## src/design/bir_pkg.sv

```systemverilog
`default_nettype none
package bir_pkg;

  localparam int unsigned MAX_ROWS_DEF  = 64;
  localparam int unsigned MAX_COLS_DEF  = 64;
  localparam int unsigned FRAC_BITS_DEF = 16;

  localparam int unsigned SIZE_W    = 7;
  localparam int unsigned STEP_W    = 23;
  localparam int unsigned POS_W     = 10;
  localparam int unsigned PIX_W     = 8;
  localparam int unsigned CFG_IDX_W = 2;

  localparam logic [SIZE_W-1:0] ROWS_RST = 7'd64;
  localparam logic [SIZE_W-1:0] COLS_RST = 7'd64;
  localparam logic [STEP_W-1:0] STEP_RST = 23'd65536;

  localparam int unsigned QUEUE_DEPTH = 4;

  typedef enum logic [CFG_IDX_W-1:0] {
    REG_SOURCE_ROWS = 2'd0,
    REG_SOURCE_COLS = 2'd1,
    REG_ROW_STEP    = 2'd2,
    REG_COL_STEP    = 2'd3
  } cfg_reg_t;

  typedef enum logic {
    CMD_WRITE   = 1'b0,
    CMD_COMPUTE = 1'b1
  } cmd_t;

  typedef struct packed {
    logic empty;
    logic near_full;
  } queue_stat_t;

endpackage
`default_nettype wire

```

## src/design/bir_queue.sv

```systemverilog
`default_nettype none
module bir_queue #(
  parameter int WIDTH = 8,
  parameter int DEPTH = 4
) (
  input  logic                 clk,
  input  logic                 rst,
  input  logic                 push,
  input  logic [WIDTH-1:0]     push_data,
  input  logic                 pop,
  output logic [WIDTH-1:0]     pop_data,
  output bir_pkg::queue_stat_t stat
);
  import bir_pkg::*;

  localparam int PW = $clog2(DEPTH);
  localparam int NW = $clog2(DEPTH + 1);

  logic [WIDTH-1:0] slots [DEPTH];
  logic [PW-1:0]    wr_ptr;
  logic [PW-1:0]    rd_ptr;
  logic [NW-1:0]    count;
  logic             do_pop;

  assign do_pop   = pop && (count != '0);
  assign pop_data = slots[rd_ptr];

  always_comb begin
    stat.empty     = (count == '0);
    // two words can still be on their way from the front
    stat.near_full = (32'(count) >= DEPTH - 2);
  end

  always_ff @(posedge clk) begin
    if (rst) begin
      wr_ptr <= '0;
      rd_ptr <= '0;
      count  <= '0;
    end else begin
      if (push) begin
        wr_ptr <= (32'(wr_ptr) == DEPTH - 1) ? '0 : wr_ptr + PW'(1);
      end
      if (do_pop) begin
        rd_ptr <= (32'(rd_ptr) == DEPTH - 1) ? '0 : rd_ptr + PW'(1);
      end
      case ({push, do_pop})
        2'b10:   count <= count + NW'(1);
        2'b01:   count <= count - NW'(1);
        default: count <= count;
      endcase
    end
  end

  always_ff @(posedge clk) begin
    if (push) begin
      slots[wr_ptr] <= push_data;
    end
  end

endmodule
`default_nettype wire

```

## config.mk

```make
export PLATFORM = sky130hd
export DESIGN_NAME = bir_queue
export DESIGN_NICKNAME = d
export VERILOG_FILES = /design/src/design/bir_pkg.sv /design/src/design/bir_queue.sv
export SDC_FILE = /design/constraint.sdc
export NUM_CORES = 1
export LEC_CHECK = 0
export BUFFER_PORTS_ARGS = -buffer_cell sky130_fd_sc_hd__buf_2
export CORE_MARGIN = 2
export CORE_UTILIZATION = 45
export CTS_BUF_LIST = sky130_fd_sc_hd__clkbuf_8 sky130_fd_sc_hd__clkbuf_16
export DETAILED_ROUTE_END_ITERATION = 10
export PLACE_DENSITY = 0.68
export RECOVER_POWER = 50
export SYNTH_ARGS = -nofsm -noshare
export SYNTH_HDL_FRONTEND = slang
export SYNTH_SLANG_ARGS = --single-unit
```

## constraint.sdc

```tcl
create_clock -name clk -period 3.3 [get_ports clk]
set_clock_uncertainty 0.1 [all_clocks]
set_input_delay 0.66 -clock clk [delete_from_list [all_inputs] [get_ports clk]]
set_output_delay 0.66 -clock clk [all_outputs]
set_load 0.01 [all_outputs]
```

==> results.sh <==
export IMPL_ctsHoldBuffers=0
export IMPL_insertion_delay_ns=0.29
export IMPL_synthesis_area_per_instance_sq_um=17.8
export IMPL_finalSetupViolations=0
export IMPL_netlist_area_sq_mm=0.00162
export IMPL_yosys_register_bits=41
export IMPL_clockBufferDepth=2
export IMPL_hpwl_microns=1740
export IMPL_worst_setup_path_type="register to output port"
export IMPL_ir_worst_vdd_mv=0.293
export IMPL_clock_tree_from_tritoncts="done"
export IMPL_cts_htree_levels=2
export IMPL_max_slew_worst_pin_slew_ns=0.601
export IMPL_ios=22
export IMPL_post_layout_inst_area_sq_mm=0.00185
export IMPL_power_per_cell_area_mw_per_mm2=699
export IMPL_die_height_microns=64.1
export IMPL_synth_lib_cells_used_distinct=20
export IMPL_synthCells=91
export IMPL_placed_area_sq_mm=0.00177
export IMPL_fp_coreArea_sq_mm=0.00339
export IMPL_critical_path_arrival_ns=1.71
export IMPL_timing_critical_path_max_delay_family="flip-flops"
export IMPL_n_antenna_cell=0
export IMPL_post_route_period_util_pct=74.7
export IMPL_layout_cells_most_common="edfxtp_1"
export IMPL_route_vias_total=837
export IMPL_post_route_drc_count=0
export IMPL_initial_core_util_pct=47.9
export IMPL_area_delta_synth_final_pct=14.3
export IMPL_die_width_microns=64.1
export IMPL_critPathMaxFanout=8
export IMPL_post_synth_top_area_fraction_pct=59.2
export IMPL_area_of_the_die_sq_mm=0.00410
export IMPL_synthDominantAreaCellType="edfxtp_1"
export IMPL_holdCritStartpoint="rd_ptr[0]"
export IMPL_total_leakage_power_uw=0.000673
export IMPL_ctsRootBufferMaster="clkbuf_8"
export IMPL_postCtsSetupRepairBufs=0
export IMPL_hold_removal_path_class="register to register"
export IMPL_cp_start_kind="register"
export IMPL_rows=21
export IMPL_cell_count_of_the_worst_hold_path=2
export IMPL_number_of_cts_inserted_buffers=5
export IMPL_detail_route_wirelength_microns=2430
export IMPL_detail_route_first_pass_iterations=4
export IMPL_syn_num_nets=110
export IMPL_sequential_to_total_area_share_from_yosys_stat_pct=70.3
export IMPL_final_layout_size_suffix_gt1_share_pct=23.7
export IMPL_grtUsageTotal_pct=14.1
export IMPL_drv_cap=0
export IMPL_totalNegativeSetupSlack_ns=0
export IMPL_length_in_cells_of_the_worst_reg_to_reg_path=8
export IMPL_timing_critical_path_buf_inv=1
export IMPL_maxSlewViolCount=0
export IMPL_clock_sink_count=41
export IMPL_wire_length_of_the_first_global_routing_pass_microns=4110
export IMPL_first_global_vias=903
export IMPL_worst_ep_required_time_ns=2.54
export IMPL_finalHoldViolCount=0
export IMPL_grt_overflow_total=0
export IMPL_run_status="finished clean"
export IMPL_netlist_top_cells_area="edfxtp_1, dfxtp_1, mux4_2, ha_1, inv_1"
export IMPL_crit_path_max_delay_cell_type="dfxtp_1"
export IMPL_antenna_found_initial=0
export IMPL_port_buffer_count=21
export IMPL_globalplace_congestion=0.707
export IMPL_finalPower_uw=1300
export IMPL_timing_critical_path_cells="mux4_2 -> buf_2"
export IMPL_layout_common_cells="edfxtp_1, buf_2, dfxtp_1"
export IMPL_grt_max_degree=14
export IMPL_fin_crit_ns=2.47
export IMPL_yosysWarningCount=0
export IMPL_cts_repair_resize_count=0
export IMPL_max_slew_margin_rel_pct=59.9
export IMPL_vias_cell=5.10
export IMPL_number_of_drc_violations_after_detailed_routing_iteration_0=33
export IMPL_reg2reg_slack_ns=1.19
export IMPL_dr_wl_cell_microns=14.8
export IMPL_antenna_left=0
export IMPL_grt_setup_unrepaired="false"
export IMPL_cp_end_kind="output port"
export IMPL_clk_transition_reported_paths_ns=0.08
export IMPL_critical_r2r_launch="count[2]"
export IMPL_max_freq_mhz=405
export IMPL_worst_path_largest_cell_delay_ns=0.68
export IMPL_finish_net_count=136
export IMPL_r2r_end="count[2]"
Yosys cell counts:
cell type / number
buf_4: 1
inv_1: 7
mux4_2: 8
or2_1: 1
mux2i_1: 2
dfxtp_1: 9
o31ai_4: 1
a21oi_2: 1
edfxtp_1: 32
clkbuf_1: 1
nor3b_1: 1
xor2_1: 2
o21ai_0: 1
a21oi_1: 3
ha_1: 6
nor2_1: 7
nand2_1: 1
or3_1: 2
and2_1: 4
fa_1: 1
where the power goes:
| part | internal (uW) | switching (uW) | total [uW] | leakage (uW) |
|---|---|---|---|---|
| combinational | 137 | 128 | 265 | 0.000246 |
| clock | 221 | 160 | 382 | 0.0000593 |
| sequential | 601 | 48.2 | 650 | 0.000368 |
tightest hold or removal path: stages, from the launching register on:
cell and delay [ns]:
dfxtp_1 0.33, nand2_1 0.06, a21oi_1 0.07
how the worst max path moves through the flow:
stage / from / end / slack [ns] / cells past startpoint
global placement: pop / count[2] / 1.08 / 9
floorplan: pop / count[2] / 1.22 / 8
finish: register / pop_data[3] / 0.83 / 2
detailed placement: pop / count[2] / 0.99 / 9
global route: register / pop_data[3] / 0.71 / 2
CTS: register / pop_data[3] / 0.77 / 2
per-stage QoR:
step                      hold slack [ns]  cells  setup WS, ns  utilization [%]
after floorplan                     0.362     91          1.22                -
after global placement              0.382    156          1.08             52.3
after detailed placement            0.395    156         0.988             52.3
after CTS                           0.407    164         0.773             55.5
after global routing                0.435    164         0.706             54.7
final                               0.411    164         0.833             54.7
state kept, by name (all words and copies together) (netlist names), named ones only:
| signal | cells |
|---|---|
| count | 3 |
| slots | 32 |
| rd_ptr | 2 |
| wr_ptr | 2 |
per-layer routing:
layer,track usage [%],vias to the layer above,routed length (microns)
li1,-,389,-
met1,14.5,425,934
met2,25.0,19,1340
met3,5.28,4,115
met4,6.52,0,37
met5,0,-,0
area by class of cell:
type,count,area [sq um]
Clock buffer,5,68.8
Clock inverter,3,38.8
Fill cell,270,1540
Inverter,7,26.3
Multi-Input combinational cell,41,427
Sequential cell,41,1140
Tap cell,46,57.6
Timing Repair Buffer,21,95.1
cells by family after synthesis:
group | count (synthesis) | synth area share (%)
DFF | 41 | 70.3
and+or+nand+nor | 16 | 5.01
muxes | 10 | 12.3
buffers and inverters | 9 | 2.31
adders and majority gates | 7 | 5.86
xor gates and xnor gates | 2 | 1.08
AOI/OAI and AO/OA | 6 | 3.08
(Power assumes the default switching activity.)
