===== src/design/bir_pkg.sv =====
`default_nettype none
package bir_pkg;

  localparam int unsigned MAX_ROWS_DEF  = 64;
  localparam int unsigned MAX_COLS_DEF  = 64;
  localparam int unsigned FRAC_BITS_DEF = 16;

  localparam int unsigned SIZE_W    = 7;
  localparam int unsigned STEP_W    = 23;
  localparam int unsigned POS_W     = 10;
  localparam int unsigned PIX_W     = 8;
  localparam int unsigned CFG_IDX_W = 2;

  localparam logic [SIZE_W-1:0] ROWS_RST = 7'd64;
  localparam logic [SIZE_W-1:0] COLS_RST = 7'd64;
  localparam logic [STEP_W-1:0] STEP_RST = 23'd65536;

  localparam int unsigned QUEUE_DEPTH = 4;

  typedef enum logic [CFG_IDX_W-1:0] {
    REG_SOURCE_ROWS = 2'd0,
    REG_SOURCE_COLS = 2'd1,
    REG_ROW_STEP    = 2'd2,
    REG_COL_STEP    = 2'd3
  } cfg_reg_t;

  typedef enum logic {
    CMD_WRITE   = 1'b0,
    CMD_COMPUTE = 1'b1
  } cmd_t;

  typedef struct packed {
    logic empty;
    logic near_full;
  } queue_stat_t;

endpackage
`default_nettype wire


===== src/design/bir_front.sv =====
`default_nettype none
module bir_front #(
  parameter int MAX_ROWS  = 64,
  parameter int MAX_COLS  = 64,
  parameter int FRAC_BITS = 16
) (
  input  logic                                clk,
  input  logic                                rst,
  input  logic                                in_valid,
  input  logic                                cmd,
  input  logic [bir_pkg::POS_W-1:0]           row_pos,
  input  logic [bir_pkg::POS_W-1:0]           col_pos,
  input  logic [bir_pkg::PIX_W-1:0]           pixel_in,
  input  logic                                cfg_we,
  input  logic [bir_pkg::CFG_IDX_W-1:0]       cfg_index,
  input  logic [bir_pkg::STEP_W-1:0]          cfg_data,
  output logic                                q_push,
  output logic [1 + $clog2(MAX_ROWS) + $clog2(MAX_COLS) + bir_pkg::PIX_W
                + 2*(FRAC_BITS+3) - 1:0]      q_data
);
  import bir_pkg::*;

  localparam int RW     = $clog2(MAX_ROWS);
  localparam int CW     = $clog2(MAX_COLS);
  localparam int IDX_W  = POS_W + 1;
  localparam int PROD_W = IDX_W + STEP_W;
  localparam int K_W    = PROD_W - FRAC_BITS;
  localparam int D_W    = FRAC_BITS + 3;
  localparam logic [D_W-1:0] ONE_D = D_W'(1) << FRAC_BITS;
  localparam logic [D_W-1:0] TWO_D = D_W'(2) << FRAC_BITS;
  localparam logic [RW-1:0] ROWS_MAX_LAST = RW'(MAX_ROWS - 1);
  localparam logic [CW-1:0] COLS_MAX_LAST = CW'(MAX_COLS - 1);

  // configuration registers
  logic [SIZE_W-1:0] source_rows;
  logic [SIZE_W-1:0] source_cols;
  logic [STEP_W-1:0] row_step;
  logic [STEP_W-1:0] col_step;

  always_ff @(posedge clk) begin
    if (rst) begin
      source_rows <= ROWS_RST;
      source_cols <= COLS_RST;
      row_step    <= STEP_RST;
      col_step    <= STEP_RST;
    end else if (cfg_we) begin
      case (cfg_reg_t'(cfg_index))
        REG_SOURCE_ROWS: source_rows <= cfg_data[SIZE_W-1:0];
        REG_SOURCE_COLS: source_cols <= cfg_data[SIZE_W-1:0];
        REG_ROW_STEP:    row_step    <= cfg_data;
        REG_COL_STEP:    col_step    <= cfg_data;
        default: ;
      endcase
    end
  end

  // last usable neighbor index, from the size clamped to [2,max]
  logic [RW-1:0] rows_last;
  logic [CW-1:0] cols_last;

  always_comb begin
    if (source_rows < SIZE_W'(2)) begin
      rows_last = RW'(1);
    end else if (32'(source_rows) > MAX_ROWS) begin
      rows_last = ROWS_MAX_LAST;
    end else begin
      rows_last = RW'(source_rows - SIZE_W'(1));
    end
    if (source_cols < SIZE_W'(2)) begin
      cols_last = CW'(1);
    end else if (32'(source_cols) > MAX_COLS) begin
      cols_last = COLS_MAX_LAST;
    end else begin
      cols_last = CW'(source_cols - SIZE_W'(1));
    end
  end

  // stage a: scale the output index
  logic              a_valid;
  cmd_t              a_cmd;
  logic [POS_W-1:0]  a_row;
  logic [POS_W-1:0]  a_col;
  logic [PIX_W-1:0]  a_pix;
  logic [PROD_W-1:0] a_rpos;
  logic [PROD_W-1:0] a_cpos;

  always_ff @(posedge clk) begin
    if (rst) begin
      a_valid <= 1'b0;
    end else begin
      a_valid <= in_valid;
    end
  end

  always_ff @(posedge clk) begin
    a_cmd  <= cmd_t'(cmd);
    a_row  <= row_pos;
    a_col  <= col_pos;
    a_pix  <= pixel_in;
    a_rpos <= PROD_W'(row_pos + IDX_W'(1)) * PROD_W'(row_step);
    a_cpos <= PROD_W'(col_pos + IDX_W'(1)) * PROD_W'(col_step);
  end

  // clamp integer part to [1,last], fraction may be negative or above one
  function automatic logic [K_W+D_W-1:0] locate(input logic [PROD_W-1:0] pos,
                                                input logic [K_W-1:0] last);
    logic [K_W-1:0]    k;
    logic [D_W-1:0]    d;
    logic [PROD_W-1:0] over;
    k    = pos[PROD_W-1:FRAC_BITS];
    over = pos - {last, {FRAC_BITS{1'b0}}};
    if (k == '0) begin
      k = K_W'(1);
      d = D_W'(pos[FRAC_BITS-1:0]) - ONE_D;
    end else if (k > last) begin
      k = last;
      d = (over > PROD_W'(TWO_D)) ? TWO_D : D_W'(over);
    end else begin
      d = D_W'(pos[FRAC_BITS-1:0]);
    end
    locate = {k, d};
  endfunction

  logic [K_W+D_W-1:0] row_loc;
  logic [K_W+D_W-1:0] col_loc;
  logic               wr_in_range;
  logic               is_write;
  logic [RW-1:0]      row_sel;
  logic [CW-1:0]      col_sel;
  logic [D_W-1:0]     dr;
  logic [D_W-1:0]     dc;

  always_comb begin
    row_loc     = locate(a_rpos, K_W'(rows_last));
    col_loc     = locate(a_cpos, K_W'(cols_last));
    wr_in_range = (32'(a_row) < MAX_ROWS) && (32'(a_col) < MAX_COLS);
    is_write    = (a_cmd == CMD_WRITE);
    dr          = row_loc[D_W-1:0];
    dc          = col_loc[D_W-1:0];
    if (is_write) begin
      row_sel = a_row[RW-1:0];
      col_sel = a_col[CW-1:0];
    end else begin
      row_sel = row_loc[D_W+RW-1:D_W];
      col_sel = col_loc[D_W+CW-1:D_W];
    end
  end

  // stage b: classified word into the queue, out-of-range writes dropped
  always_ff @(posedge clk) begin
    if (rst) begin
      q_push <= 1'b0;
    end else begin
      q_push <= a_valid && (!is_write || wr_in_range);
    end
  end

  always_ff @(posedge clk) begin
    q_data <= {is_write, row_sel, col_sel, a_pix, dr, dc};
  end

endmodule
`default_nettype wire


===== config.mk =====
export PLATFORM = sky130hd
export DESIGN_NAME = bir_front
export DESIGN_NICKNAME = d
export VERILOG_FILES = /design/src/design/bir_pkg.sv /design/src/design/bir_front.sv
export SDC_FILE = /design/constraint.sdc
export NUM_CORES = 1
export LEC_CHECK = 0
export BUFFER_PORTS_ARGS = -buffer_cell sky130_fd_sc_hd__buf_2
export CORE_MARGIN = 2
export CORE_UTILIZATION = 50
export DETAILED_ROUTE_END_ITERATION = 6
export PLACE_DENSITY = 0.64
export SYNTH_ARGS = -nofsm -noshare
export SYNTH_HDL_FRONTEND = slang
export SYNTH_SLANG_ARGS = --single-unit
export TNS_END_PERCENT = 50

===== constraint.sdc =====
create_clock -name clk -period 7.6 [get_ports clk]
set_input_delay 0.38 -clock clk [delete_from_list [all_inputs] [get_ports clk]]
set_output_delay 0.38 -clock clk [all_outputs]
set_load 0.01 [all_outputs]

==> reports/qor.txt <==
buffers added on ports = 117
final hold slack = 27.44 ps
Netlist Area Pre-Place = 22980 µm²
DIE AREA = 47690 µm²
met3 WL = 3.579 mm
Unique masters post-synth = 75
antenna viol nets, final = 0
PwrDens = 156.9 nW/µm²
vias = 17380
vias in the first global route = 18073
syn_area_per_cell = 9.107 µm²
Startpoint Class = input pin
latest clock arrival within the worst-skew pair = 550 ps
final hold vios = 0
Core Util, Final = 55.09%
worst-path fanout max = 14
status = complete, no violations
overflow left after global routing = 0
Pre-antenna DRT Iters = 5
Cells on Worst Hold Path = 1
first-pass GRT wire length = 93.89 mm
post-CTS sizing = 0
CTS tree = built
H-tree depth = 1
Final setup viols = 0
layout cells sized above 1 = 7.888%
sequential share of the synthesized area = 18.99%
Ys Warns = 0
IO Pins = 118
worst vdd ir = 0.0001671 V
Critical Path End Type = flop
Worst Path Required = 8020 ps
Max Used Layer = met5
Post-synth EDFFs = 0
Gate Count Post-Synth = 2523
worst hold path type = in -> reg
clock-pin slew on the worst setup and hold paths = 60 ps
initial DRC count = 1098
Final Skew = 21.24 ps
DP HPWL = 45.47 mm
Worst slew margin = 15.33%
FMAX = 0.1455 GHz
min Tclk post-route = 6874 ps
drt wl/cell = 17.82 µm
synthesis-stage register bit count = 218
Clock Path Buffers = 3
Worst R2R Path Depth = 20
die span in x = 218.4 µm
overall routing resource usage = 24.96%
syn nets = 3119
Met2 Routed Length = 27.07 mm
area growth from synthesis to layout = 8.805%
Starting Density = 50.63%
M1 wire length = 24.10 mm
Final #Nets = 3181
max-slew violation count = 0
Crit Path Class = in -> reg
initial antenna violation count = 3
global placement routability congestion = 0.9224
final wirelength = 57.00 mm
antenna cells = 0
Synth Flop Type = dfxtp_1
row count = 78
Max-Cap Viols = 0
Setup Fix Bufs, Post-CTS = 0
post-synthesis async set-or-reset flop share = 0%
CTS Sinks = 218
hold_buf cts = 17
root buf cell = clkbuf_16
RSZ-0062 raised after global routing = false
Fin Setup TNS = 0 ps
Worst Max-Slew Pin Slew = 1269 ps
# DRC = 0
Critical Path AT = 7300 ps
Leakage = 0.01204 µW
core box area = 45380 µm²
pin count of the biggest net entering global routing = 63
routed vias/inst = 5.433
Final period util = 90.45%
DIE HEIGHT = 218.4 µm
CTS Buf Count = 23
sequential cells by signal, indices dropped and copies added (netlist names):
register	count
a_valid	1
a_cmd	1
col_step	23
row_step	23
q_data	59
a_rpos	34
q_push	1
source_rows	7
a_cpos	34
a_col	10
source_cols	7
a_pix	8
a_row	10
logic make-up after synthesis:
family                     Yosys count  synth area share [%]
AOI/OAI and AO/OA                  301                 8.675
and+or+nand+nor                    894                 19.06
buffers and inverters              476                 7.825
adders and majority gates          538                 41.65
muxes                               19                0.8658
DFF                                218                 18.99
xor gates and xnor gates            77                 2.935
layout make-up:
type	count	area [µm²]
tap	600	750.7
fill	4143	20380
clock buffer	32	689.4
timing repair buffer	157	928.4
sequential	218	4364
multi-input combinational	1829	16860
clock inverter	7	73.82
inverter	356	1336
report_power, final:
| group | total, µW | internal [µW] | switching, µW |
|---|---|---|---|
| Clock | 1140 | 666 | 478 |
| Combinational | 1360 | 553 | 804 |
| Sequential | 1420 | 1270 | 147 |
| Total | 3920 | 2490 | 1430 |
worst paths after layout:
check                            start  slack (ps)            endpoint
min reg2reg           a_pix[6]$_DFF_P_         330  q_data[44]$_DFF_P_
max                         col_pos[1]         730  a_cpos[32]$_DFF_P_
max reg2reg  row_step[22]$_SDFFE_PP0P_        1720  a_rpos[32]$_DFF_P_
min                         col_pos[6]          30    a_col[6]$_DFF_P_
critical path, cell delays in order:
cell and delay, ps:
dlygate4sd3_1 530, buf_2 140, ha_1 210, nand3_1 170
inv_1 90, nand3_1 90, xnor2_1 640, buf_4 330
and2_1 180, fa_1 410, fa_1 500, fa_1 430
fa_1 520, fa_1 420, ha_1 370, a21oi_1 150
o21bai_1 70, a21oi_1 220, nand2b_1 100, o31ai_2 390
a21oi_1 240, or4_1 510, and4_1 190
cell usage in the layout (no fill, tap or decap), types with 12 or more instances in the layout:
cell             n
a21o_1          28
mux2i_1         12
inv_1          355
a21oi_1        109
nand3_1         27
clkbuf_16       23
o21ai_0         34
buf_2          117
nor2b_1         31
nand2_1        408
ha_1           160
and2_1         210
and3_1          13
dlygate4sd3_1   17
xnor2_1         52
dfxtp_1        218
nor2_1          78
fa_1           378
o21a_1          17
xor2_1          21
nor3_1          22
buf_4           23
nand2b_1        42
metrics by stage:
stage / power [µW] / instance area (µm²) / worst slack (ps) / cells
after floorplan: 2372 / 22980 / 1455 / 2523
after global placement: 2751 / 24070 / 734.0 / 3143
after detailed placement: 2779 / 24070 / 570.2 / 3143
after CTS: 3943 / 25000 / 789.7 / 3199
after global routing: 4187 / 25000 / 357.2 / 3199
final: 3923 / 25000 / 726.2 / 3199
layer usage:
layer | global-route usage [%] | vias up
met1 | 33.34 | 8721
met4 | 9.433 | 6
li1 | - | 8024
met5 | 0 | -
met3 | 3.466 | 112
met2 | 41.23 | 517
cell usage after synthesis (all sizes together) (10+ instances only):
| library cell | n | area share, % |
|---|---|---|
| nand2b | 42 | 1.1 |
| and3 | 14 | 0.39 |
| xor2 | 21 | 0.80 |
| xnor2 | 56 | 2.1 |
| a211oi | 11 | 0.36 |
| o21ai | 40 | 0.87 |
| fa | 378 | 33 |
| dfxtp | 218 | 19 |
| nor2b | 31 | 0.84 |
| o21a | 17 | 0.56 |
| nand3 | 27 | 0.59 |
| mux2i | 12 | 0.52 |
| a21boi | 19 | 0.62 |
| a21oi | 109 | 2.4 |
| o21bai | 10 | 0.34 |
| a21o | 28 | 0.91 |
| nor2 | 79 | 1.3 |
| and2 | 210 | 5.7 |
| nor3 | 24 | 0.52 |
| inv | 355 | 5.8 |
| clkbuf | 116 | 1.9 |
| nor4 | 12 | 0.35 |
| ha | 160 | 8.7 |
| nand2 | 408 | 6.7 |
Note: power is estimated with default switching activity, not from simulation.
